`src/design/assert_macros.svh`:
```
// Assertion macros for the design files; beq_ctrl.sv includes them.
// Each macro expects a clock named clk and an active-low reset named rst_n in scope.
`ifndef ASSERT_MACROS_SVH
`define ASSERT_MACROS_SVH
`ifndef ASSERT_OFF
`define ASSERT_ALWAYS(label, cond, msg) \
    label: assert property (@(posedge clk) disable iff (!rst_n) (cond)) else $error(msg);
`define ASSERT_NEVER(label, cond, msg) \
    label: assert property (@(posedge clk) disable iff (!rst_n) !(cond)) else $error(msg);
`define ASSERT_IMPLY(label, ante, cons, msg) \
    label: assert property (@(posedge clk) disable iff (!rst_n) (ante) |-> (cons)) \
        else $error(msg);
`else
`define ASSERT_ALWAYS(label, cond, msg)
`define ASSERT_NEVER(label, cond, msg)
`define ASSERT_IMPLY(label, ante, cons, msg)
`endif
`endif

```
`src/design/beq_pkg.sv`:
```
`timescale 1ns / 1ps
package beq_pkg;

    localparam int QUEUE_DEPTH  = 8;
    localparam int BUTTON_COUNT = 7;

    localparam int MASK_W  = 8;
    localparam int IDX_W   = $clog2(QUEUE_DEPTH);
    localparam int CNT_W   = $clog2(QUEUE_DEPTH + 1);
    localparam int SUM_W   = IDX_W + 1;
    localparam int COUNT_W = 4;

    localparam logic [MASK_W-1:0] FOLD_MASK =
        MASK_W'((9'd1 << BUTTON_COUNT) - 9'd1);

    typedef enum logic [1:0] {
        OP_ENQUEUE = 2'd0,
        OP_CONSUME = 2'd1,
        OP_CLEAR   = 2'd2,
        OP_UNUSED  = 2'd3
    } op_t;

    typedef struct packed {
        logic [MASK_W-1:0] pressed;
        logic [MASK_W-1:0] released;
    } entry_t;

    localparam int ENTRY_W = $bits(entry_t);

    typedef struct packed {
        logic             wr_en;
        logic [IDX_W-1:0] wr_addr;
        entry_t           wr_data;
        logic             rd_en;
        logic [IDX_W-1:0] rd_addr;
    } ram_req_t;

    typedef struct packed {
        logic [MASK_W-1:0] head_pressed;
        logic [MASK_W-1:0] head_released;
        logic [CNT_W-1:0]  count;
        logic              dropped;
        logic              overflow;
    } result_t;

    // Ring index arithmetic: both operands lie below QUEUE_DEPTH.
    function automatic logic [IDX_W-1:0] slot_of(
        input logic [IDX_W-1:0] base,
        input logic [IDX_W-1:0] offset
    );
        logic [SUM_W-1:0] sum;
        sum = {1'b0, base} + {1'b0, offset};
        if (sum >= SUM_W'(QUEUE_DEPTH))
        begin
            sum = sum - SUM_W'(QUEUE_DEPTH);
        end
        return sum[IDX_W-1:0];
    endfunction

endpackage

```
`src/design/button_edge_queue_with_click_folding.sv`:
```
`timescale 1ns / 1ps
// Queue of button edge events with release folding.
// Input channel: in_valid, in_stall, operation, pressed_mask, released_mask.
// A transfer happens at a clock edge with in_valid high and in_stall low.
// Output channel: out_valid, out_stall and the six result fields, one result
// per input transfer; the result sits in an output register until taken.
// Configuration: navigation_mask is written when cfg_valid and cfg_ready are
// high; cfg_ready is always high. Write it only while the block is idle.
// Sequence: consume, clear and the unused code pass S_HREAD and S_DONE to
// the output register. An enqueue may first run a newest-first release search
// over the queued entries (S_FREAD, S_FMOD per entry, at most 8), then S_APPEND,
// S_HREAD, S_DONE. The entry memory has a registered read port. One item is
// in flight at a time; the next transfer is taken the cycle after the result
// moves into the output register, even while that result is still stalled.
// Reset empties the queue, clears the overflow flag and sets the navigation
// mask to 60. While the receiver stalls, a finished result waits in the
// sequencer and in_stall stays high.
module button_edge_queue_with_click_folding (
    input  logic                       clk,
    input  logic                       rst_n,
    input  logic                       in_valid,
    output logic                       in_stall,
    input  logic [1:0]                 operation,
    input  logic [beq_pkg::MASK_W-1:0] pressed_mask,
    input  logic [beq_pkg::MASK_W-1:0] released_mask,
    output logic                       out_valid,
    input  logic                       out_stall,
    output logic [beq_pkg::MASK_W-1:0] head_pressed,
    output logic [beq_pkg::MASK_W-1:0] head_released,
    output logic [3:0]                 pending_count,
    output logic                       navigation_only,
    output logic                       edge_dropped,
    output logic                       overflow_noted,
    input  logic                       cfg_valid,
    output logic                       cfg_ready,
    input  logic [beq_pkg::MASK_W-1:0] navigation_mask
);

    beq_pkg::ram_req_t          ram_req;
    beq_pkg::entry_t            ram_rd_data;
    beq_pkg::result_t           res;
    logic                       res_valid;
    logic                       res_take;
    logic [beq_pkg::MASK_W-1:0] nav_mask_reg;
    logic [beq_pkg::MASK_W-1:0] edges;
    logic                       out_valid_reg;
    logic [beq_pkg::MASK_W-1:0] head_pressed_reg;
    logic [beq_pkg::MASK_W-1:0] head_released_reg;
    logic [3:0]                 pending_count_reg;
    logic                       navigation_only_reg;
    logic                       edge_dropped_reg;
    logic                       overflow_noted_reg;

    beq_ram #(
        .WIDTH (beq_pkg::ENTRY_W),
        .DEPTH (beq_pkg::QUEUE_DEPTH)
    ) u_ram (
        .clk     (clk),
        .wr_en   (ram_req.wr_en),
        .wr_addr (ram_req.wr_addr),
        .wr_data (ram_req.wr_data),
        .rd_en   (ram_req.rd_en),
        .rd_addr (ram_req.rd_addr),
        .rd_data (ram_rd_data)
    );

    beq_ctrl u_ctrl (
        .clk           (clk),
        .rst_n         (rst_n),
        .in_valid      (in_valid),
        .in_stall      (in_stall),
        .operation     (operation),
        .pressed_mask  (pressed_mask),
        .released_mask (released_mask),
        .ram_req       (ram_req),
        .ram_rd_data   (ram_rd_data),
        .res_valid     (res_valid),
        .res_take      (res_take),
        .res           (res)
    );

    assign cfg_ready = 1'b1;
    assign res_take  = res_valid && (!out_valid_reg || !out_stall);
    assign edges     = res.head_pressed | res.head_released;

    always_ff @(posedge clk or negedge rst_n)
    begin
        if (!rst_n)
        begin
            nav_mask_reg  <= beq_pkg::MASK_W'(60);
            out_valid_reg <= 1'b0;
        end
        else
        begin
            if (cfg_valid && cfg_ready)
            begin
                nav_mask_reg <= navigation_mask;
            end
            if (res_take)
            begin
                out_valid_reg <= 1'b1;
            end
            else if (!out_stall)
            begin
                out_valid_reg <= 1'b0;
            end
        end
    end

    always_ff @(posedge clk)
    begin
        if (res_take)
        begin
            head_pressed_reg    <= res.head_pressed;
            head_released_reg   <= res.head_released;
            pending_count_reg   <= 4'(res.count);
            navigation_only_reg <= (edges != '0) && ((edges & ~nav_mask_reg) == '0);
            edge_dropped_reg    <= res.dropped;
            overflow_noted_reg  <= res.overflow;
        end
    end

    assign out_valid       = out_valid_reg;
    assign head_pressed    = head_pressed_reg;
    assign head_released   = head_released_reg;
    assign pending_count   = pending_count_reg;
    assign navigation_only = navigation_only_reg;
    assign edge_dropped    = edge_dropped_reg;
    assign overflow_noted  = overflow_noted_reg;

endmodule

```
`src/design/beq_ram.sv`:
```
`timescale 1ns / 1ps
module beq_ram #(
    parameter int WIDTH = 16,
    parameter int DEPTH = 8
) (
    input  logic                     clk,
    input  logic                     wr_en,
    input  logic [$clog2(DEPTH)-1:0] wr_addr,
    input  logic [WIDTH-1:0]         wr_data,
    input  logic                     rd_en,
    input  logic [$clog2(DEPTH)-1:0] rd_addr,
    output logic [WIDTH-1:0]         rd_data
);

    logic [WIDTH-1:0] mem_reg [DEPTH];
    logic [WIDTH-1:0] rd_data_reg;

    always_ff @(posedge clk)
    begin
        if (wr_en)
        begin
            mem_reg[wr_addr] <= wr_data;
        end
        if (rd_en)
        begin
            rd_data_reg <= mem_reg[rd_addr];
        end
    end

    assign rd_data = rd_data_reg;

endmodule

```
`src/design/beq_ctrl.sv`:
```
`timescale 1ns / 1ps
`include "assert_macros.svh"
module beq_ctrl (
    input  logic                          clk,
    input  logic                          rst_n,
    input  logic                          in_valid,
    output logic                          in_stall,
    input  logic [1:0]                    operation,
    input  logic [beq_pkg::MASK_W-1:0]    pressed_mask,
    input  logic [beq_pkg::MASK_W-1:0]    released_mask,
    output beq_pkg::ram_req_t             ram_req,
    input  beq_pkg::entry_t               ram_rd_data,
    output logic                          res_valid,
    input  logic                          res_take,
    output beq_pkg::result_t              res
);

    typedef enum logic [5:0] {
        S_IDLE   = 6'b000001,
        S_FREAD  = 6'b000010,
        S_FMOD   = 6'b000100,
        S_APPEND = 6'b001000,
        S_HREAD  = 6'b010000,
        S_DONE   = 6'b100000
    } state_t;

    state_t                       state_reg, state_next;
    logic [beq_pkg::MASK_W-1:0]   pressed_reg, pressed_next;
    logic [beq_pkg::MASK_W-1:0]   released_reg, released_next;
    logic [beq_pkg::MASK_W-1:0]   pending_reg, pending_next;
    logic [beq_pkg::IDX_W-1:0]    k_reg, k_next;
    logic [beq_pkg::IDX_W-1:0]    slot_reg, slot_next;
    logic [beq_pkg::IDX_W-1:0]    head_reg, head_next;
    logic [beq_pkg::CNT_W-1:0]    count_reg, count_next;
    logic                         ovf_reg, ovf_next;
    logic                         dropped_reg, dropped_next;

    logic [beq_pkg::MASK_W-1:0]   fold;
    logic [beq_pkg::MASK_W-1:0]   leftover;
    logic [beq_pkg::IDX_W-1:0]    scan_slot;
    logic [beq_pkg::IDX_W-1:0]    tail_slot;
    logic                         in_xfer;

    assign in_stall  = (state_reg != S_IDLE);
    assign in_xfer   = in_valid && !in_stall;
    assign res_valid = (state_reg == S_DONE);

    assign fold      = pending_reg & ram_rd_data.pressed & ~ram_rd_data.released;
    assign leftover  = (released_reg & ~beq_pkg::FOLD_MASK) | pending_reg;
    assign scan_slot = beq_pkg::slot_of(head_reg, k_reg);
    assign tail_slot = beq_pkg::slot_of(head_reg, count_reg[beq_pkg::IDX_W-1:0]);

    always_comb
    begin
        state_next    = state_reg;
        pressed_next  = pressed_reg;
        released_next = released_reg;
        pending_next  = pending_reg;
        k_next        = k_reg;
        slot_next     = slot_reg;
        head_next     = head_reg;
        count_next    = count_reg;
        ovf_next      = ovf_reg;
        dropped_next  = dropped_reg;
        ram_req       = '0;

        unique case (state_reg)
            S_IDLE:
            begin
                if (in_xfer)
                begin
                    pressed_next  = pressed_mask;
                    released_next = released_mask;
                    pending_next  = released_mask & beq_pkg::FOLD_MASK;
                    dropped_next  = 1'b0;
                    k_next        = beq_pkg::IDX_W'(count_reg - beq_pkg::CNT_W'(1));
                    state_next    = S_HREAD;
                    unique case (beq_pkg::op_t'(operation))
                        beq_pkg::OP_ENQUEUE:
                        begin
                            if (count_reg == '0 ||
                                (released_mask & beq_pkg::FOLD_MASK) == '0)
                            begin
                                state_next = S_APPEND;
                            end
                            else
                            begin
                                state_next = S_FREAD;
                            end
                        end
                        beq_pkg::OP_CONSUME:
                        begin
                            if (count_reg != '0)
                            begin
                                head_next  = beq_pkg::slot_of(head_reg, beq_pkg::IDX_W'(1));
                                count_next = count_reg - beq_pkg::CNT_W'(1);
                                if (count_reg == beq_pkg::CNT_W'(1))
                                begin
                                    ovf_next = 1'b0;
                                end
                            end
                        end
                        beq_pkg::OP_CLEAR:
                        begin
                            head_next  = '0;
                            count_next = '0;
                            ovf_next   = 1'b0;
                        end
                        default:
                        begin
                        end
                    endcase
                end
            end
            S_FREAD:
            begin
                ram_req.rd_en   = 1'b1;
                ram_req.rd_addr = scan_slot;
                slot_next       = scan_slot;
                state_next      = S_FMOD;
            end
            S_FMOD:
            begin
                // The entry is written back in the cycle its data returns, and the
                // next read goes to an older slot, so accesses never overlap.
                if (fold != '0)
                begin
                    ram_req.wr_en            = 1'b1;
                    ram_req.wr_addr          = slot_reg;
                    ram_req.wr_data.pressed  = ram_rd_data.pressed;
                    ram_req.wr_data.released = ram_rd_data.released | fold;
                end
                pending_next = pending_reg & ~fold;
                if (k_reg == '0 || (pending_reg & ~fold) == '0)
                begin
                    state_next = S_APPEND;
                end
                else
                begin
                    k_next     = k_reg - beq_pkg::IDX_W'(1);
                    state_next = S_FREAD;
                end
            end
            S_APPEND:
            begin
                if (pressed_reg != '0 || leftover != '0)
                begin
                    if (count_reg == beq_pkg::CNT_W'(beq_pkg::QUEUE_DEPTH))
                    begin
                        ovf_next     = 1'b1;
                        dropped_next = 1'b1;
                    end
                    else
                    begin
                        ram_req.wr_en            = 1'b1;
                        ram_req.wr_addr          = tail_slot;
                        ram_req.wr_data.pressed  = pressed_reg;
                        ram_req.wr_data.released = leftover;
                        count_next               = count_reg + beq_pkg::CNT_W'(1);
                    end
                end
                state_next = S_HREAD;
            end
            S_HREAD:
            begin
                ram_req.rd_en   = 1'b1;
                ram_req.rd_addr = head_reg;
                state_next      = S_DONE;
            end
            S_DONE:
            begin
                if (res_take)
                begin
                    state_next = S_IDLE;
                end
            end
            default:
            begin
                state_next = S_IDLE;
            end
        endcase
    end

    always_comb
    begin
        res               = '0;
        res.count         = count_reg;
        res.dropped       = dropped_reg;
        res.overflow      = ovf_reg;
        if (count_reg != '0)
        begin
            res.head_pressed  = ram_rd_data.pressed;
            res.head_released = ram_rd_data.released;
        end
    end

    always_ff @(posedge clk or negedge rst_n)
    begin
        if (!rst_n)
        begin
            state_reg   <= S_IDLE;
            head_reg    <= '0;
            count_reg   <= '0;
            ovf_reg     <= 1'b0;
            dropped_reg <= 1'b0;
        end
        else
        begin
            state_reg   <= state_next;
            head_reg    <= head_next;
            count_reg   <= count_next;
            ovf_reg     <= ovf_next;
            dropped_reg <= dropped_next;
        end
    end

    always_ff @(posedge clk)
    begin
        pressed_reg  <= pressed_next;
        released_reg <= released_next;
        pending_reg  <= pending_next;
        k_reg        <= k_next;
        slot_reg     <= slot_next;
    end

    `ASSERT_ALWAYS(a_count_bound, count_reg <= beq_pkg::CNT_W'(beq_pkg::QUEUE_DEPTH), "count above depth")
    `ASSERT_ALWAYS(a_head_bound, {1'b0, head_reg} < beq_pkg::SUM_W'(beq_pkg::QUEUE_DEPTH), "head out of range")
    `ASSERT_IMPLY(a_drop_full, res_valid && dropped_reg, count_reg == beq_pkg::CNT_W'(beq_pkg::QUEUE_DEPTH), "drop while not full")
    `ASSERT_IMPLY(a_ovf_nonempty, ovf_reg, count_reg != '0, "overflow flag on empty queue")
    `ASSERT_NEVER(a_ram_overlap, ram_req.wr_en && ram_req.rd_en, "read and write in one cycle")

endmodule
```
`config.mk`:
```
export PLATFORM = sky130hd
export DESIGN_NAME = button_edge_queue_with_click_folding
export DESIGN_NICKNAME = d
export VERILOG_FILES = /design/src/design/beq_pkg.sv /design/src/design/button_edge_queue_with_click_folding.sv /design/src/design/beq_ram.sv /design/src/design/beq_ctrl.sv
export VERILOG_INCLUDE_DIRS = /design/src /design/src/design
export SDC_FILE = /design/constraint.sdc
export NUM_CORES = 1
export LEC_CHECK = 0
export ABC_CLOCK_PERIOD_IN_PS = 8850
export BUFFER_PORTS_ARGS = -buffer_cell sky130_fd_sc_hd__buf_2
export CORE_AREA = 2 2 123 125
export CTS_CLUSTER_SIZE = 12
export DETAILED_ROUTE_END_ITERATION = 12
export DIE_AREA = 0 0 125 127
export PLACE_DENSITY = 0.91
export SLEW_MARGIN = 20
export SYNTH_ARGS = -nofsm -noshare
export SYNTH_HDL_FRONTEND = slang
export SYNTH_SLANG_ARGS = --single-unit
```
`constraint.sdc`:
```
create_clock -name clk -period 8.85 [get_ports clk]
set_input_delay 0.4425 -clock clk [delete_from_list [all_inputs] [get_ports clk]]
set_output_delay 0.4425 -clock clk [all_outputs]
set_load 0.03 [all_outputs]
```
==> results of run 1 <==
-- logic make-up after synthesis --
logic type | count (synthesis)
other | 1
buffers and inverters | 54
and+or+nand+nor | 178
muxes | 57
xor gates and xnor gates | 6
AOI/OAI and AO/OA | 126
DFF | 214
adders and majority gates | 10
-- through the flow --
stage,area [sq um],power (mW),hold slack (ns),setup WS (ns),cells
2_1_floorplan,9300,1.73,0.147,5.53,646
3_3_place_gp,9750,1.87,0.435,5.50,870
3_5_place_dp,9770,1.91,0.439,5.63,870
4_1_cts,10400,2.77,0.0967,5.49,911
5_1_grt,10400,2.88,0.0955,5.44,911
6_report,10400,2.80,0.107,5.54,911
-- layout make-up --
| class | count | share of cell area (%) |
|---|---|---|
| flip-flops and latches | 214 | 60.5 |
| multi-input cells | 378 | 26.5 |
| clock buffers | 36 | 5.97 |
| repair buffers | 68 | 3.60 |
| well taps | 184 | 2.21 |
| inverters | 27 | 0.971 |
| clock inverters | 4 | 0.264 |
-- Yosys cell counts, types with 2 or more instances --
library cell / count
sky130_fd_sc_hd__nand3b_2: 2
sky130_fd_sc_hd__clkbuf_1: 11
sky130_fd_sc_hd__buf_6: 3
sky130_fd_sc_hd__and4_1: 3
sky130_fd_sc_hd__nand2_1: 78
sky130_fd_sc_hd__o22ai_2: 3
sky130_fd_sc_hd__o21a_1: 2
sky130_fd_sc_hd__a31oi_1: 4
sky130_fd_sc_hd__a22o_1: 13
sky130_fd_sc_hd__nor4_2: 2
sky130_fd_sc_hd__nor4_1: 7
sky130_fd_sc_hd__dfstp_2: 5
sky130_fd_sc_hd__a21oi_1: 17
sky130_fd_sc_hd__dfrtp_1: 19
sky130_fd_sc_hd__nand3b_1: 12
sky130_fd_sc_hd__o21ai_1: 6
sky130_fd_sc_hd__and2_1: 10
sky130_fd_sc_hd__a32o_1: 17
sky130_fd_sc_hd__and3b_1: 2
sky130_fd_sc_hd__nor3_1: 5
sky130_fd_sc_hd__o21ai_0: 26
sky130_fd_sc_hd__nand2b_1: 3
sky130_fd_sc_hd__or3_1: 3
sky130_fd_sc_hd__nor2_1: 35
sky130_fd_sc_hd__mux2i_1: 49
sky130_fd_sc_hd__fa_1: 2
sky130_fd_sc_hd__ha_1: 8
sky130_fd_sc_hd__inv_2: 3
sky130_fd_sc_hd__xnor2_1: 4
sky130_fd_sc_hd__a221oi_2: 16
sky130_fd_sc_hd__o22a_1: 2
sky130_fd_sc_hd__buf_4: 5
sky130_fd_sc_hd__xor2_1: 2
sky130_fd_sc_hd__buf_2: 6
sky130_fd_sc_hd__mux2_2: 8
sky130_fd_sc_hd__inv_1: 24
sky130_fd_sc_hd__a22oi_1: 2
sky130_fd_sc_hd__nand4_1: 4
sky130_fd_sc_hd__o22ai_1: 6
sky130_fd_sc_hd__edfxtp_1: 190
-- power by group through the flow --
stage	Sequential (mW)	Clock, mW	Combinational [mW]
global placement	1.32	0	0.546
finish	1.32	0.851	0.627
detailed placement	1.33	0	0.587
floorplan	1.29	0	0.442
CTS	1.31	0.853	0.607
global route	1.32	0.889	0.670
-- path summary, 6_finish.rpt --
kind	endpoint	slack [ns]	depth (start not counted)
worst max-delay path	u_ram.mem_reg[4][7]$_DFFE_PP_	5.54	5
worst min-delay path	u_ctrl.pressed_reg[1]$_DFFE_PP_	0.11	1
worst max register to register	u_ram.mem_reg[4][7]$_DFFE_PP_	5.54	5
worst min register to register	edge_dropped$_DFFE_PP_	0.45	0
max in group asynchronous	nav_mask_reg[7]$_DFFE_PN0P_	8.00	2
min in group asynchronous	u_ctrl.head_reg[0]$_DFFE_PN0P_	0.47	2
-- worst max-delay path: stages (launching register included) --
cell                      delay, ns
sky130_fd_sc_hd__dfrtp_1       0.46
sky130_fd_sc_hd__nor4_2        0.37
sky130_fd_sc_hd__and3b_1       0.44
sky130_fd_sc_hd__o211a_1       0.64
sky130_fd_sc_hd__a21oi_1       0.12
sky130_fd_sc_hd__o21ai_0       0.90
-- metal layers --
layer | GRT usage [%] | wire length, um
met5 | 0 | 0
met2 | 48.3 | 10900
met4 | 12.0 | 1120
met3 | 6.95 | 3240
met1 | 39.5 | 8180
==> flow_summary.html, run 1 <==
<table>
<tr><th>Metric</th><th>Value</th></tr>
<tr><th colspan="2">Synth</th></tr>
<tr><td>Synthesized netlist net count</td><td>687</td></tr>
<tr><td>Biggest area contributors in the synthesized netlist</td><td>sky130_fd_sc_hd__edfxtp_1 (61%), sky130_fd_sc_hd__mux2i_1 (5.3%), sky130_fd_sc_hd__dfrtp_1 (5.1%)</td></tr>
<tr><td>Post-synth EDFFs</td><td>190</td></tr>
<tr><td>Adder-cell area share of the yosys netlist</td><td>1.51%</td></tr>
<tr><td>Xor and xnor fraction of the mapped netlist area</td><td>0.565%</td></tr>
<tr><td>Gate count after technology mapping</td><td>646</td></tr>
<tr><td>Fraction of the yosys area taken by sequential cells</td><td>67.9%</td></tr>
<tr><td>Summed instance area of the synthesized netlist</td><td>9300 sq um</td></tr>
<tr><td>Simple-gate share of the synthesized area</td><td>9.74%</td></tr>
<tr><td>Total number of yosys warnings</td><td>0</td></tr>
<tr><td>Library cell with the largest summed area after synthesis</td><td>sky130_fd_sc_hd__edfxtp_1</td></tr>
<tr><td>Async set or reset register ratio after synthesis</td><td>11.2%</td></tr>
<tr><td>Area fraction of the dominant cell type after synthesis</td><td>61.3%</td></tr>
<tr><td>Syn avg cell area</td><td>14.4 sq um</td></tr>
<tr><td>Combinational family with the most area after synthesis</td><td>compound AO/OA/AOI/OAI gates</td></tr>
<tr><td>Dominant register cell in the synthesized netlist</td><td>sky130_fd_sc_hd__edfxtp_1</td></tr>
<tr><td>Compound-cell area share of the yosys netlist</td><td>11.2%</td></tr>
<tr><td>Proportion of synthesized area in mux cells</td><td>6.24%</td></tr>
<tr><td>Flop and latch count out of synthesis</td><td>214</td></tr>
<tr><td>Number of distinct library cell variants in the gate-level netlist after synthesis</td><td>67</td></tr>
<tr><th colspan="2">Cells and area</th></tr>
<tr><td>FILL cells</td><td>803</td></tr>
<tr><td>Final antenna diode count</td><td>0</td></tr>
<tr><td>FF/Latch Area</td><td>6310 sq um</td></tr>
<tr><td>Relative area change from synthesis to final layout</td><td>12.2%</td></tr>
<tr><td>Utilization after layout</td><td>72.4%</td></tr>
<tr><td>Share of cells above drive strength 1</td><td>19.9%</td></tr>
<tr><td>Fin nets</td><td>752</td></tr>
<tr><td>Most used cells in the layout excluding fill and tap cells</td><td>sky130_fd_sc_hd__edfxtp_1 (190), sky130_fd_sc_hd__nand2_1 (78), sky130_fd_sc_hd__buf_2 (55), sky130_fd_sc_hd__mux2i_1 (49), sky130_fd_sc_hd__nor2_1 (35)</td></tr>
<tr><td>Most frequent standard cell in the layout excluding fill and tap cells</td><td>sky130_fd_sc_hd__edfxtp_1</td></tr>
<tr><td>Number of flip-flops under the largest register name</td><td>128</td></tr>
<tr><td>Area used by multi-input combinational logic</td><td>2770 sq um</td></tr>
<tr><th colspan="2">Clocking</th></tr>
<tr><td>Post-cts gate resize count</td><td>0</td></tr>
<tr><td>Clock latency of the later-clocked register in the worst-skew pair</td><td>0.51 ns</td></tr>
<tr><td>Post-CTS setup buffers</td><td>0</td></tr>
<tr><td>Level count of the clock H-tree</td><td>1</td></tr>
<tr><td>Bufs on Longest Clock Path</td><td>3</td></tr>
<tr><td>Reg clk slew, reported paths</td><td>0.06 ns</td></tr>
<tr><td>Clock buffer count from CTS</td><td>22</td></tr>
<tr><td>Number of sinks driven by the clock tree</td><td>214</td></tr>
<tr><td>Clock tree from TritonCTS</td><td>yes</td></tr>
<tr><td>Cts-stage hold buffer count</td><td>1</td></tr>
<tr><td>Clk Tree Root Cell</td><td>sky130_fd_sc_hd__clkbuf_16</td></tr>
<tr><th colspan="2">Drt</th></tr>
<tr><td>DRT iter0 DRCs</td><td>1,168</td></tr>
<tr><td>Routed via count divided by cell count</td><td>7.03</td></tr>
<tr><td>DRC violations left</td><td>0</td></tr>
<tr><td>Detailed-route wire length</td><td>23,400 um</td></tr>
<tr><td>Antenna viol nets, final</td><td>0</td></tr>
<tr><td>Total vias in the final route</td><td>6,406</td></tr>
<tr><td>Wire length per cell</td><td>25.7 um</td></tr>
<tr><td>DRT Pass-1 Iters</td><td>8</td></tr>
<tr><th colspan="2">Critical path</th></tr>
<tr><td>Arrival time at the worst endpoint</td><td>3.46 ns</td></tr>
<tr><td>Kind of end point of the critical path</td><td>flop</td></tr>
<tr><td>Path type of the worst setup path</td><td>flop to flop</td></tr>
<tr><td>Beginning of the worst register-to-register path</td><td>u_ctrl.state_reg[1]$_DFFE_PN0P_</td></tr>
<tr><td>Startpoint of the worst setup timing path</td><td>u_ctrl.state_reg[1]$_DFFE_PN0P_</td></tr>
<tr><td>Worst endpoint required time</td><td>9.00 ns</td></tr>
<tr><td>Critical Path Start Type</td><td>flop</td></tr>
<tr><td>Highest net fanout along the worst path</td><td>15</td></tr>
<tr><th colspan="2">Pwr</th></tr>
<tr><td>Switching part of the total</td><td>31.6%</td></tr>
<tr><td>Sequential group share of total power</td><td>47.2%</td></tr>
<tr><td>Gate power share</td><td>22.4%</td></tr>
<tr><td>Pwr Density</td><td>268 nW/um^2</td></tr>
<tr><td>Leakage power total</td><td>3.89 nW</td></tr>
<tr><td>Worst-case vdd ir drop</td><td>176 uV</td></tr>
<tr><td>P_sw</td><td>0.884 mW</td></tr>
<tr><td>Int Power</td><td>1.92 mW</td></tr>
<tr><td>Clock network power share</td><td>30.4%</td></tr>
<tr><th colspan="2">Worst hold path</th></tr>
<tr><td>Hold Crit Start</td><td>pressed_mask[1]</td></tr>
<tr><td>Type of the most critical hold path</td><td>input port to flop</td></tr>
<tr><th colspan="2">Timing</th></tr>
<tr><td>Worst slew slack as a fraction of its limit</td><td>24.9%</td></tr>
<tr><td>Post-layout min period</td><td>3.31 ns</td></tr>
<tr><td>Setup violation total in the final timing report</td><td>0</td></tr>
<tr><td>Hold Fails Final Rpt</td><td>0</td></tr>
<tr><td>Slew of the pin with the lowest slew margin</td><td>1.11 ns</td></tr>
<tr><td>Layout Skew</td><td>0.0162 ns</td></tr>
<tr><td>Setup repair after global routing missed its margin</td><td>false</td></tr>
<tr><td>Setup TNS Final</td><td>0 ns</td></tr>
<tr><td>Final count of pins violating max slew</td><td>0</td></tr>
<tr><td>Maximum achievable frequency</td><td>302 MHz</td></tr>
<tr><td>Crit share post-route</td><td>37.4%</td></tr>
<tr><th colspan="2">Placed design</th></tr>
<tr><td>HPWL after detailed placement</td><td>14,600 um</td></tr>
<tr><td>Final estimated routing congestion in global placement</td><td>0.896</td></tr>
<tr><td>I/O Buffers</td><td>55</td></tr>
<tr><th colspan="2">Floorplan</th></tr>
<tr><td>Floorplan core area</td><td>14,400 sq um</td></tr>
<tr><td>Die Span X</td><td>125 um</td></tr>
<tr><td>Row Count</td><td>44</td></tr>
<tr><td>Number of top-level pins</td><td>57</td></tr>
<tr><td>Full die area</td><td>15,900 sq um</td></tr>
<tr><td>DIE HEIGHT</td><td>127 um</td></tr>
<tr><td>Initial cell density of the core</td><td>64.5%</td></tr>
<tr><th colspan="2">Global route</th></tr>
<tr><td>Sum of overflow across all layers after global routing</td><td>0</td></tr>
<tr><td>Vias in the first global route</td><td>6,387</td></tr>
<tr><td>Total global routing track utilization</td><td>29.7%</td></tr>
<tr><td>Initial antenna violation count</td><td>0</td></tr>
<tr><td>Largest net degree at the start of global routing</td><td>65</td></tr>
<tr><td>First-pass GRT wire length</td><td>36,400 um</td></tr>
<tr><th colspan="2">Run</th></tr>
<tr><td>Reported max-cap violation count</td><td>0</td></tr>
<tr><th colspan="2">Outcome</th></tr>
<tr><td>Run status</td><td>completed</td></tr>
</table>
(Power assumes the default switching activity.)
==> run 2, diff against run 1 <==
--- a/config.mk
+++ b/config.mk
@@ -6,13 +6,13 @@
 export SDC_FILE = /design/constraint.sdc
 export NUM_CORES = 1
 export LEC_CHECK = 0
-export ABC_CLOCK_PERIOD_IN_PS = 8850
+export ABC_CLOCK_PERIOD_IN_PS = 2700
 export BUFFER_PORTS_ARGS = -buffer_cell sky130_fd_sc_hd__buf_2
-export CORE_AREA = 2 2 123 125
+export CORE_AREA = 2 2 134 136
 export CTS_CLUSTER_SIZE = 12
 export DETAILED_ROUTE_END_ITERATION = 12
-export DIE_AREA = 0 0 125 127
-export PLACE_DENSITY = 0.91
+export DIE_AREA = 0 0 136 138
+export PLACE_DENSITY = 0.83
 export SLEW_MARGIN = 20
 export SYNTH_ARGS = -nofsm -noshare
 export SYNTH_HDL_FRONTEND = slang
==> constraint.sdc (replaced) <==
create_clock -name clk -period 2.7 [get_ports clk]
set_input_delay 0.135 -clock clk [delete_from_list [all_inputs] [get_ports clk]]
set_output_delay 0.135 -clock clk [all_outputs]
set_load 0.03 [all_outputs]
==> flow_summary.html, run 2 (same netlist as run 1, synthesis figures left out) <==
<table>
<tr><th>Metric</th><th>Value</th></tr>
<tr><th colspan="2">Clocking</th></tr>
<tr><td>Clock tree from TritonCTS</td><td>yes</td></tr>
<tr><td>Clk Tree Root Cell</td><td>sky130_fd_sc_hd__clkbuf_16</td></tr>
<tr><td>Clock latency of the later-clocked register in the worst-skew pair</td><td>0.52 ns</td></tr>
<tr><td>Number of sinks driven by the clock tree</td><td>214</td></tr>
<tr><td>Bufs on Longest Clock Path</td><td>3</td></tr>
<tr><td>Clock buffer count from CTS</td><td>24</td></tr>
<tr><td>Reg clk slew, reported paths</td><td>0.06 ns</td></tr>
<tr><td>Level count of the clock H-tree</td><td>1</td></tr>
<tr><th colspan="2">Timing</th></tr>
<tr><td>Setup violation total in the final timing report</td><td>0</td></tr>
<tr><td>Slew of the pin with the lowest slew margin</td><td>0.984 ns</td></tr>
<tr><td>Crit share post-route</td><td>96.3%</td></tr>
<tr><td>Hold Fails Final Rpt</td><td>0</td></tr>
<tr><td>Setup repair after global routing missed its margin</td><td>false</td></tr>
<tr><td>Layout Skew</td><td>0.0131 ns</td></tr>
<tr><td>Worst hold margin</td><td>0.0191 ns</td></tr>
<tr><td>Worst slew slack as a fraction of its limit</td><td>34.4%</td></tr>
<tr><td>Post-layout min period</td><td>2.60 ns</td></tr>
<tr><td>Setup TNS Final</td><td>0 ns</td></tr>
<tr><td>Maximum achievable frequency</td><td>385 MHz</td></tr>
<tr><td>Final count of pins violating max slew</td><td>0</td></tr>
<tr><th colspan="2">Critical path</th></tr>
<tr><td>Critical Path, Cell by Cell</td><td>inv_1 -&gt; fa_1 -&gt; xor2_1 -&gt; xnor2_1 -&gt; nand2b_4 -&gt; o21ai_0 -&gt; o21ai_0 -&gt; a21oi_2 -&gt; buf_12</td></tr>
<tr><td>Delay contributed by the slowest stage of the critical path</td><td>0.45 ns</td></tr>
<tr><td>Kind of end point of the critical path</td><td>flop</td></tr>
<tr><td>CP most frequent cell</td><td>sky130_fd_sc_hd__o21ai_0</td></tr>
<tr><td>R2r endpoint</td><td>u_ram.mem_reg[0][11]$_DFFE_PP_</td></tr>
<tr><td>Master of the slowest instance on the critical path</td><td>sky130_fd_sc_hd__fa_1</td></tr>
<tr><td>Length in cells of the worst reg-to-reg path</td><td>9</td></tr>
<tr><td>Arrival time at the worst endpoint</td><td>2.82 ns</td></tr>
<tr><td>Highest net fanout along the worst path</td><td>16</td></tr>
<tr><td>Path type of the worst setup path</td><td>flop to flop</td></tr>
<tr><td>Flop-to-flop setup slack</td><td>0.10 ns</td></tr>
<tr><td>Critical Path Start Type</td><td>flop</td></tr>
<tr><td>Worst endpoint required time</td><td>2.92 ns</td></tr>
<tr><td>Beginning of the worst register-to-register path</td><td>u_ctrl.count_reg[1]$_DFFE_PN0P_</td></tr>
<tr><th colspan="2">Drt</th></tr>
<tr><td>Total vias in the final route</td><td>6,198</td></tr>
<tr><td>DRC violations left</td><td>0</td></tr>
<tr><td>DRT Pass-1 Iters</td><td>5</td></tr>
<tr><td>Routed via count divided by cell count</td><td>6.10</td></tr>
<tr><td>Detailed-route wire length</td><td>22,400 um</td></tr>
<tr><td>Wire length per cell</td><td>22.1 um</td></tr>
<tr><td>Antenna viol nets, final</td><td>0</td></tr>
<tr><td>DRT iter0 DRCs</td><td>792</td></tr>
<tr><th colspan="2">Placed design</th></tr>
<tr><td>Placed cells</td><td>946</td></tr>
<tr><td>I/O Buffers</td><td>55</td></tr>
<tr><td>Final estimated routing congestion in global placement</td><td>0.928</td></tr>
<tr><td>HPWL after detailed placement</td><td>14,400 um</td></tr>
<tr><th colspan="2">Cells and area</th></tr>
<tr><td>Fin nets</td><td>814</td></tr>
<tr><td>Post-route non-filler standard cell count</td><td>1,016</td></tr>
<tr><td>Share of cells above drive strength 1</td><td>23.6%</td></tr>
<tr><td>Final antenna diode count</td><td>0</td></tr>
<tr><td>Most frequent standard cell in the layout excluding fill and tap cells</td><td>sky130_fd_sc_hd__edfxtp_1</td></tr>
<tr><td>Most used cells in the layout excluding fill and tap cells</td><td>sky130_fd_sc_hd__edfxtp_1 (190), sky130_fd_sc_hd__nand2_1 (78), sky130_fd_sc_hd__buf_2 (55), sky130_fd_sc_hd__mux2i_1 (49), sky130_fd_sc_hd__buf_4 (38)</td></tr>
<tr><td>Number of flip-flops under the largest register name</td><td>128</td></tr>
<tr><td>Relative area change from synthesis to final layout</td><td>20.2%</td></tr>
<tr><th colspan="2">Worst hold path</th></tr>
<tr><td>Hold path cells</td><td>2</td></tr>
<tr><td>Hold endpoint</td><td>nav_mask_reg[5]$_DFFE_PN1P_</td></tr>
<tr><td>Hold Crit Start</td><td>cfg_valid</td></tr>
<tr><td>Type of the most critical hold path</td><td>input port to flop</td></tr>
<tr><th colspan="2">Global route</th></tr>
<tr><td>Largest net degree at the start of global routing</td><td>37</td></tr>
<tr><td>Vias in the first global route</td><td>6,207</td></tr>
<tr><td>First-pass GRT wire length</td><td>34,600 um</td></tr>
<tr><td>Met2 track demand over resource in global routing</td><td>39.7%</td></tr>
<tr><td>Initial antenna violation count</td><td>0</td></tr>
<tr><td>Layer with the highest usage after global routing</td><td>met2</td></tr>
<tr><td>Sum of overflow across all layers after global routing</td><td>0</td></tr>
<tr><td>Total global routing track utilization</td><td>24.0%</td></tr>
<tr><td>Fraction of met3 tracks used by global routing</td><td>3.59%</td></tr>
<tr><td>Grt met1 use</td><td>32.6%</td></tr>
<tr><th colspan="2">Floorplan</th></tr>
<tr><td>Row Count</td><td>49</td></tr>
<tr><td>Initial cell density of the core</td><td>53.0%</td></tr>
<tr><td>Number of top-level pins</td><td>57</td></tr>
<tr><td>Die Span X</td><td>136 um</td></tr>
<tr><td>Full die area</td><td>18,800 sq um</td></tr>
<tr><td>Floorplan core area</td><td>17,500 sq um</td></tr>
<tr><td>DIE HEIGHT</td><td>138 um</td></tr>
<tr><th colspan="2">Pwr</th></tr>
<tr><td>Pwr Density</td><td>853 nW/um^2</td></tr>
<tr><td>Worst-case vdd ir drop</td><td>581 uV</td></tr>
<tr><td>Leakage power total</td><td>4.23 nW</td></tr>
<tr><td>Power consumption</td><td>9.54 mW</td></tr>
<tr><th colspan="2">Run</th></tr>
<tr><td>Reported max-cap violation count</td><td>0</td></tr>
<tr><th colspan="2">Outcome</th></tr>
<tr><td>Run status</td><td>completed</td></tr>
</table>
-- run 2: cell count changes in the layout (fill, tap and decap cells not counted), sizes merged --
cell,previous run,this run
dlygate4sd3,1,29
buf,67,99
clkinv,4,7
clkbuf,36,31
clkinvlp,0,1
bufinv,0,1
-- run 2: worst max-delay path: cells and delay by family, from the launching register on --
family / cells / cell delay, ns
buf+inv: 2 / 0.34
simple gates: 1 / 0.19
xor+xnor: 2 / 0.37
flops: 1 / 0.40
compound gates: 3 / 0.54
fa+ha+maj: 1 / 0.45
-- run 2: worst max path at each step --
stage | from | to | cells after the start
6_report | u_ctrl.count_reg[1]$_DFFE_PN0P_ | u_ram.mem_reg[0][11]$_DFFE_PP_ | 9
5_1_grt | u_ctrl.count_reg[1]$_DFFE_PN0P_ | u_ram.mem_reg[0][11]$_DFFE_PP_ | 9
4_1_cts | u_ctrl.head_reg[1]$_DFFE_PN0P_ | u_ram.mem_reg[0][15]$_DFFE_PP_ | 9
3_5_place_dp | u_ctrl.head_reg[1]$_DFFE_PN0P_ | u_ram.rd_data[5]$_DFFE_PN_ | 8
3_3_place_gp | u_ctrl.head_reg[0]$_DFFE_PN0P_ | u_ram.rd_data[0]$_DFFE_PN_ | 9
2_1_floorplan | u_ctrl.count_reg[0]$_DFFE_PN0P_ | u_ram.mem_reg[6][0]$_DFFE_PP_ | 8
-- run 2: cell type report --
type	instances	area (sq um)
sequential	214	6310
clock inverter	9	78.8
tap	229	287
clock buffer	31	637
multi-input combinational	378	2800
fill	1188	6350
timing repair buffer	128	971
inverter	27	101
-- run 2: repair_timing --
| item | 4_1_cts | 5_1_grt |
|---|---|---|
| gates resized for setup | 0 | 4 |
| endpoints found under the setup margin | 0 | 32 |
| buffers inserted | 0 | 1 |
| hold endpoints to repair | 49 | 0 |
| hold buffers | 29 | 0 |
-- run 2: metal layers --
layer,wire (um),up-vias
met1,8810,3032
met5,0,-
met2,10900,380
li1,-,2733
met3,2040,53
met4,665,0
-- run 2: stage by stage --
step / instance area (sq um) / util (%) / setup slack, ns
after floorplan: 9330 / - / -0.0740
after global placement: 10100 / 57.8 / 0.206
after detailed placement: 10100 / 57.8 / 0.114
after CTS: 11100 / 63.5 / 0.0633
after global routing: 11200 / 63.8 / 0.0142
final: 11200 / 63.8 / 0.101
-- run 2: report_power, final --
group | switching, mW | internal, mW
Clock | 1.21 | 1.75
Sequential | 0.272 | 3.97
Combinational | 1.38 | 0.963
Total | 2.87 | 6.68
==> run 3, diff against run 2 <==
--- a/config.mk
+++ b/config.mk
@@ -8,10 +8,10 @@
 export LEC_CHECK = 0
 export ABC_CLOCK_PERIOD_IN_PS = 2700
 export BUFFER_PORTS_ARGS = -buffer_cell sky130_fd_sc_hd__buf_2
-export CORE_AREA = 2 2 134 136
+export CORE_AREA = 2 2 120 151
 export CTS_CLUSTER_SIZE = 12
 export DETAILED_ROUTE_END_ITERATION = 12
-export DIE_AREA = 0 0 136 138
+export DIE_AREA = 0 0 122 153
 export PLACE_DENSITY = 0.83
 export SLEW_MARGIN = 20
 export SYNTH_ARGS = -nofsm -noshare
==> flow_summary.html, run 3 (same netlist as run 1, synthesis figures left out) <==
<table>
<tr><th>Metric</th><th>Value</th></tr>
<tr><th colspan="2">Cells and area</th></tr>
<tr><td>Post-route non-filler standard cell count</td><td>1,003</td></tr>
<tr><td>Share of cells above drive strength 1</td><td>22.7%</td></tr>
<tr><td>Final antenna diode count</td><td>0</td></tr>
<tr><td>Utilization after layout</td><td>64.6%</td></tr>
<tr><td>Most used cells in the layout excluding fill and tap cells</td><td>sky130_fd_sc_hd__edfxtp_1 (190), sky130_fd_sc_hd__nand2_1 (78), sky130_fd_sc_hd__buf_2 (55), sky130_fd_sc_hd__mux2i_1 (49), sky130_fd_sc_hd__nor2_1 (34)</td></tr>
<tr><td>Fin nets</td><td>804</td></tr>
<tr><td>Number of flip-flops under the largest register name</td><td>128</td></tr>
<tr><td>Relative area change from synthesis to final layout</td><td>19.7%</td></tr>
<tr><td>FILL cells</td><td>1,149</td></tr>
<tr><td>Most frequent standard cell in the layout excluding fill and tap cells</td><td>sky130_fd_sc_hd__edfxtp_1</td></tr>
<tr><th colspan="2">Pwr</th></tr>
<tr><td>Worst-case vdd ir drop</td><td>548 uV</td></tr>
<tr><td>Pwr Density</td><td>844 nW/um^2</td></tr>
<tr><td>Leakage power total</td><td>4.19 nW</td></tr>
<tr><th colspan="2">Critical path</th></tr>
<tr><td>Kind of end point of the critical path</td><td>flop</td></tr>
<tr><td>Flop-to-flop setup slack</td><td>0.09 ns</td></tr>
<tr><td>Master of the slowest instance on the critical path</td><td>sky130_fd_sc_hd__fa_1</td></tr>
<tr><td>Length in cells of the worst reg-to-reg path</td><td>10</td></tr>
<tr><td>Worst Path Buf+Inv</td><td>3</td></tr>
<tr><td>Highest net fanout along the worst path</td><td>16</td></tr>
<tr><td>Path type of the worst setup path</td><td>flop to flop</td></tr>
<tr><td>R2r endpoint</td><td>u_ram.rd_data[10]$_DFFE_PN_</td></tr>
<tr><td>Critical Path, Cell by Cell</td><td>ha_1 -&gt; inv_1 -&gt; fa_1 -&gt; xnor2_2 -&gt; buf_4 -&gt; o21ai_1 -&gt; a21oi_1 -&gt; buf_4 -&gt; a32o_1 -&gt; a221oi_2</td></tr>
<tr><td>Family with the most delay on the worst path</td><td>adder cells</td></tr>
<tr><td>Beginning of the worst register-to-register path</td><td>u_ctrl.head_reg[0]$_DFFE_PN0P_</td></tr>
<tr><td>Critical Path Start Type</td><td>flop</td></tr>
<tr><td>Arrival time at the worst endpoint</td><td>2.85 ns</td></tr>
<tr><td>Delay contributed by the slowest stage of the critical path</td><td>0.46 ns</td></tr>
<tr><td>CP most frequent cell</td><td>sky130_fd_sc_hd__buf_4</td></tr>
<tr><td>Worst endpoint required time</td><td>2.94 ns</td></tr>
<tr><th colspan="2">Floorplan</th></tr>
<tr><td>Die Span X</td><td>122 um</td></tr>
<tr><td>Initial cell density of the core</td><td>54.0%</td></tr>
<tr><td>Number of top-level pins</td><td>57</td></tr>
<tr><td>Row Count</td><td>54</td></tr>
<tr><td>DIE HEIGHT</td><td>153 um</td></tr>
<tr><td>Full die area</td><td>18,700 sq um</td></tr>
<tr><td>Floorplan core area</td><td>17,200 sq um</td></tr>
<tr><th colspan="2">Global route</th></tr>
<tr><td>Sum of overflow across all layers after global routing</td><td>0</td></tr>
<tr><td>Initial antenna violation count</td><td>0</td></tr>
<tr><td>Total global routing track utilization</td><td>24.3%</td></tr>
<tr><td>First-pass GRT wire length</td><td>34,500 um</td></tr>
<tr><td>Largest net degree at the start of global routing</td><td>33</td></tr>
<tr><td>Vias in the first global route</td><td>6,246</td></tr>
<tr><th colspan="2">Timing</th></tr>
<tr><td>Maximum achievable frequency</td><td>383 MHz</td></tr>
<tr><td>Crit share post-route</td><td>96.6%</td></tr>
<tr><td>Post-layout min period</td><td>2.61 ns</td></tr>
<tr><td>Setup violation total in the final timing report</td><td>0</td></tr>
<tr><td>Worst slew slack as a fraction of its limit</td><td>51.2%</td></tr>
<tr><td>Final count of pins violating max slew</td><td>0</td></tr>
<tr><td>Hold Fails Final Rpt</td><td>0</td></tr>
<tr><td>Layout Skew</td><td>0.0195 ns</td></tr>
<tr><td>Setup repair after global routing missed its margin</td><td>false</td></tr>
<tr><td>Slew of the pin with the lowest slew margin</td><td>0.727 ns</td></tr>
<tr><th colspan="2">Drt</th></tr>
<tr><td>DRC violations left</td><td>0</td></tr>
<tr><td>Routed via count divided by cell count</td><td>6.05</td></tr>
<tr><td>Wire length per cell</td><td>22.3 um</td></tr>
<tr><td>DRT iter0 DRCs</td><td>699</td></tr>
<tr><td>DRT Pass-1 Iters</td><td>5</td></tr>
<tr><td>Antenna viol nets, final</td><td>0</td></tr>
<tr><td>Total vias in the final route</td><td>6,064</td></tr>
<tr><td>Detailed-route wire length</td><td>22,400 um</td></tr>
<tr><th colspan="2">Placed design</th></tr>
<tr><td>Placed cells</td><td>935</td></tr>
<tr><td>HPWL after detailed placement</td><td>14,300 um</td></tr>
<tr><td>Final estimated routing congestion in global placement</td><td>0.852</td></tr>
<tr><td>I/O Buffers</td><td>55</td></tr>
<tr><th colspan="2">Worst hold path</th></tr>
<tr><td>Hold endpoint</td><td>nav_mask_reg[1]$_DFFE_PN0P_</td></tr>
<tr><td>Type of the most critical hold path</td><td>input port to flop</td></tr>
<tr><td>Hold path cells</td><td>2</td></tr>
<tr><td>Hold Crit Start</td><td>cfg_valid</td></tr>
<tr><th colspan="2">Clocking</th></tr>
<tr><td>Clock latency of the later-clocked register in the worst-skew pair</td><td>0.52 ns</td></tr>
<tr><td>Clk Tree Root Cell</td><td>sky130_fd_sc_hd__clkbuf_16</td></tr>
<tr><td>Post-CTS setup buffers</td><td>0</td></tr>
<tr><td>Clock tree from TritonCTS</td><td>yes</td></tr>
<tr><td>Clock buffer count from CTS</td><td>22</td></tr>
<tr><td>Bufs on Longest Clock Path</td><td>3</td></tr>
<tr><td>Level count of the clock H-tree</td><td>1</td></tr>
<tr><td>Number of sinks driven by the clock tree</td><td>214</td></tr>
<tr><td>Reg clk slew, reported paths</td><td>0.06 ns</td></tr>
<tr><th colspan="2">Outcome</th></tr>
<tr><td>Run status</td><td>completed</td></tr>
<tr><th colspan="2">Run</th></tr>
<tr><td>Reported max-cap violation count</td><td>0</td></tr>
</table>
-- run 3: cell types whose count changed in the layout (fill, tap and decap cells not counted), moves of 2 or more --
| cell | previous run | this run |
|---|---|---|
| sky130_fd_sc_hd__clkinv_1 | 4 | 0 |
| sky130_fd_sc_hd__clkinv_2 | 2 | 0 |
| sky130_fd_sc_hd__clkbuf_8 | 1 | 3 |
| sky130_fd_sc_hd__o21ai_1 | 6 | 8 |
| sky130_fd_sc_hd__buf_4 | 38 | 27 |
| sky130_fd_sc_hd__dlygate4sd3_1 | 29 | 27 |
| sky130_fd_sc_hd__buf_12 | 6 | 9 |
| sky130_fd_sc_hd__o21ai_0 | 26 | 24 |
| sky130_fd_sc_hd__clkbuf_1 | 6 | 13 |
| sky130_fd_sc_hd__clkbuf_16 | 24 | 22 |
-- run 3: worst max path at each step --
stage                               endpoint  cells past startpoint                       startpoint  slack (ns)
4_1_cts          u_ram.rd_data[10]$_DFFE_PN_                      9   u_ctrl.head_reg[0]$_DFFE_PN0P_        0.02
6_report         u_ram.rd_data[10]$_DFFE_PN_                     10   u_ctrl.head_reg[0]$_DFFE_PN0P_        0.09
3_3_place_gp     u_ram.rd_data[10]$_DFFE_PN_                      8   u_ctrl.head_reg[0]$_DFFE_PN0P_        0.19
5_1_grt        u_ram.mem_reg[0][3]$_DFFE_PP_                     10   u_ctrl.head_reg[0]$_DFFE_PN0P_      0.0008
2_1_floorplan  u_ram.mem_reg[6][0]$_DFFE_PP_                      8  u_ctrl.count_reg[0]$_DFFE_PN0P_       -0.07
3_5_place_dp   u_ram.mem_reg[5][7]$_DFFE_PP_                      5  u_ctrl.state_reg[4]$_DFFE_PN0P_       -0.03
-- run 3: per-layer routing --
layer	vias up	GRT usage (%)	routed length [um]
li1	2716	-	-
met1	2937	29.4	8300
met2	333	42.4	11500
met3	78	4.22	1660
met4	0	10.6	943
met5	-	0	0
-- run 3: repair_timing --
action                     CTS  global route
hold endpoints to repair    49             0
resized for setup            2             4
gates cloned                 1             0
pin swaps                    0             0
hold buffers                27             0
setup endpoints to repair   10            32
-- run 3: stage by stage --
stage	TNS, ns	hold WS [ns]	worst slack (ns)	power [mW]	instance area, sq um
4_1_cts	0	0.00243	0.0185	9.37	11100
5_1_grt	0	0.0307	0.000760	9.78	11100
6_report	0	0.00947	0.0920	9.40	11100
3_3_place_gp	0	0.151	0.186	6.30	10100
2_1_floorplan	-2.37	-0.161	-0.0740	5.69	9330
3_5_place_dp	-0.215	0.173	-0.0270	6.43	10100
-- run 3: worst reg2reg max path, cell delays in order (launching register included) --
cell and delay (ns):
sky130_fd_sc_hd__dfrtp_2 0.41, sky130_fd_sc_hd__ha_1 0.16, sky130_fd_sc_hd__inv_1 0.06, sky130_fd_sc_hd__fa_1 0.46, sky130_fd_sc_hd__xnor2_2 0.22, sky130_fd_sc_hd__buf_4 0.17, sky130_fd_sc_hd__o21ai_1 0.06, sky130_fd_sc_hd__a21oi_1 0.18
sky130_fd_sc_hd__buf_4 0.29, sky130_fd_sc_hd__a32o_1 0.28, sky130_fd_sc_hd__a221oi_2 0.06
-- run 3: cell type report --
type	instances	area, sq um	share of cell area, %
timing repair buffer	120	972	8.73
clock buffer	38	641	5.75
tap	224	280	2.52
inverter	27	101	0.910
sequential	214	6310	56.7
clock inverter	2	46.3	0.416
multi-input combinational	378	2780	25.0
-- run 3: report_power, final --
part           internal (mW)  switching (mW)
Clock                   1.70            1.18
Sequential              3.97           0.260
Combinational          0.922            1.37
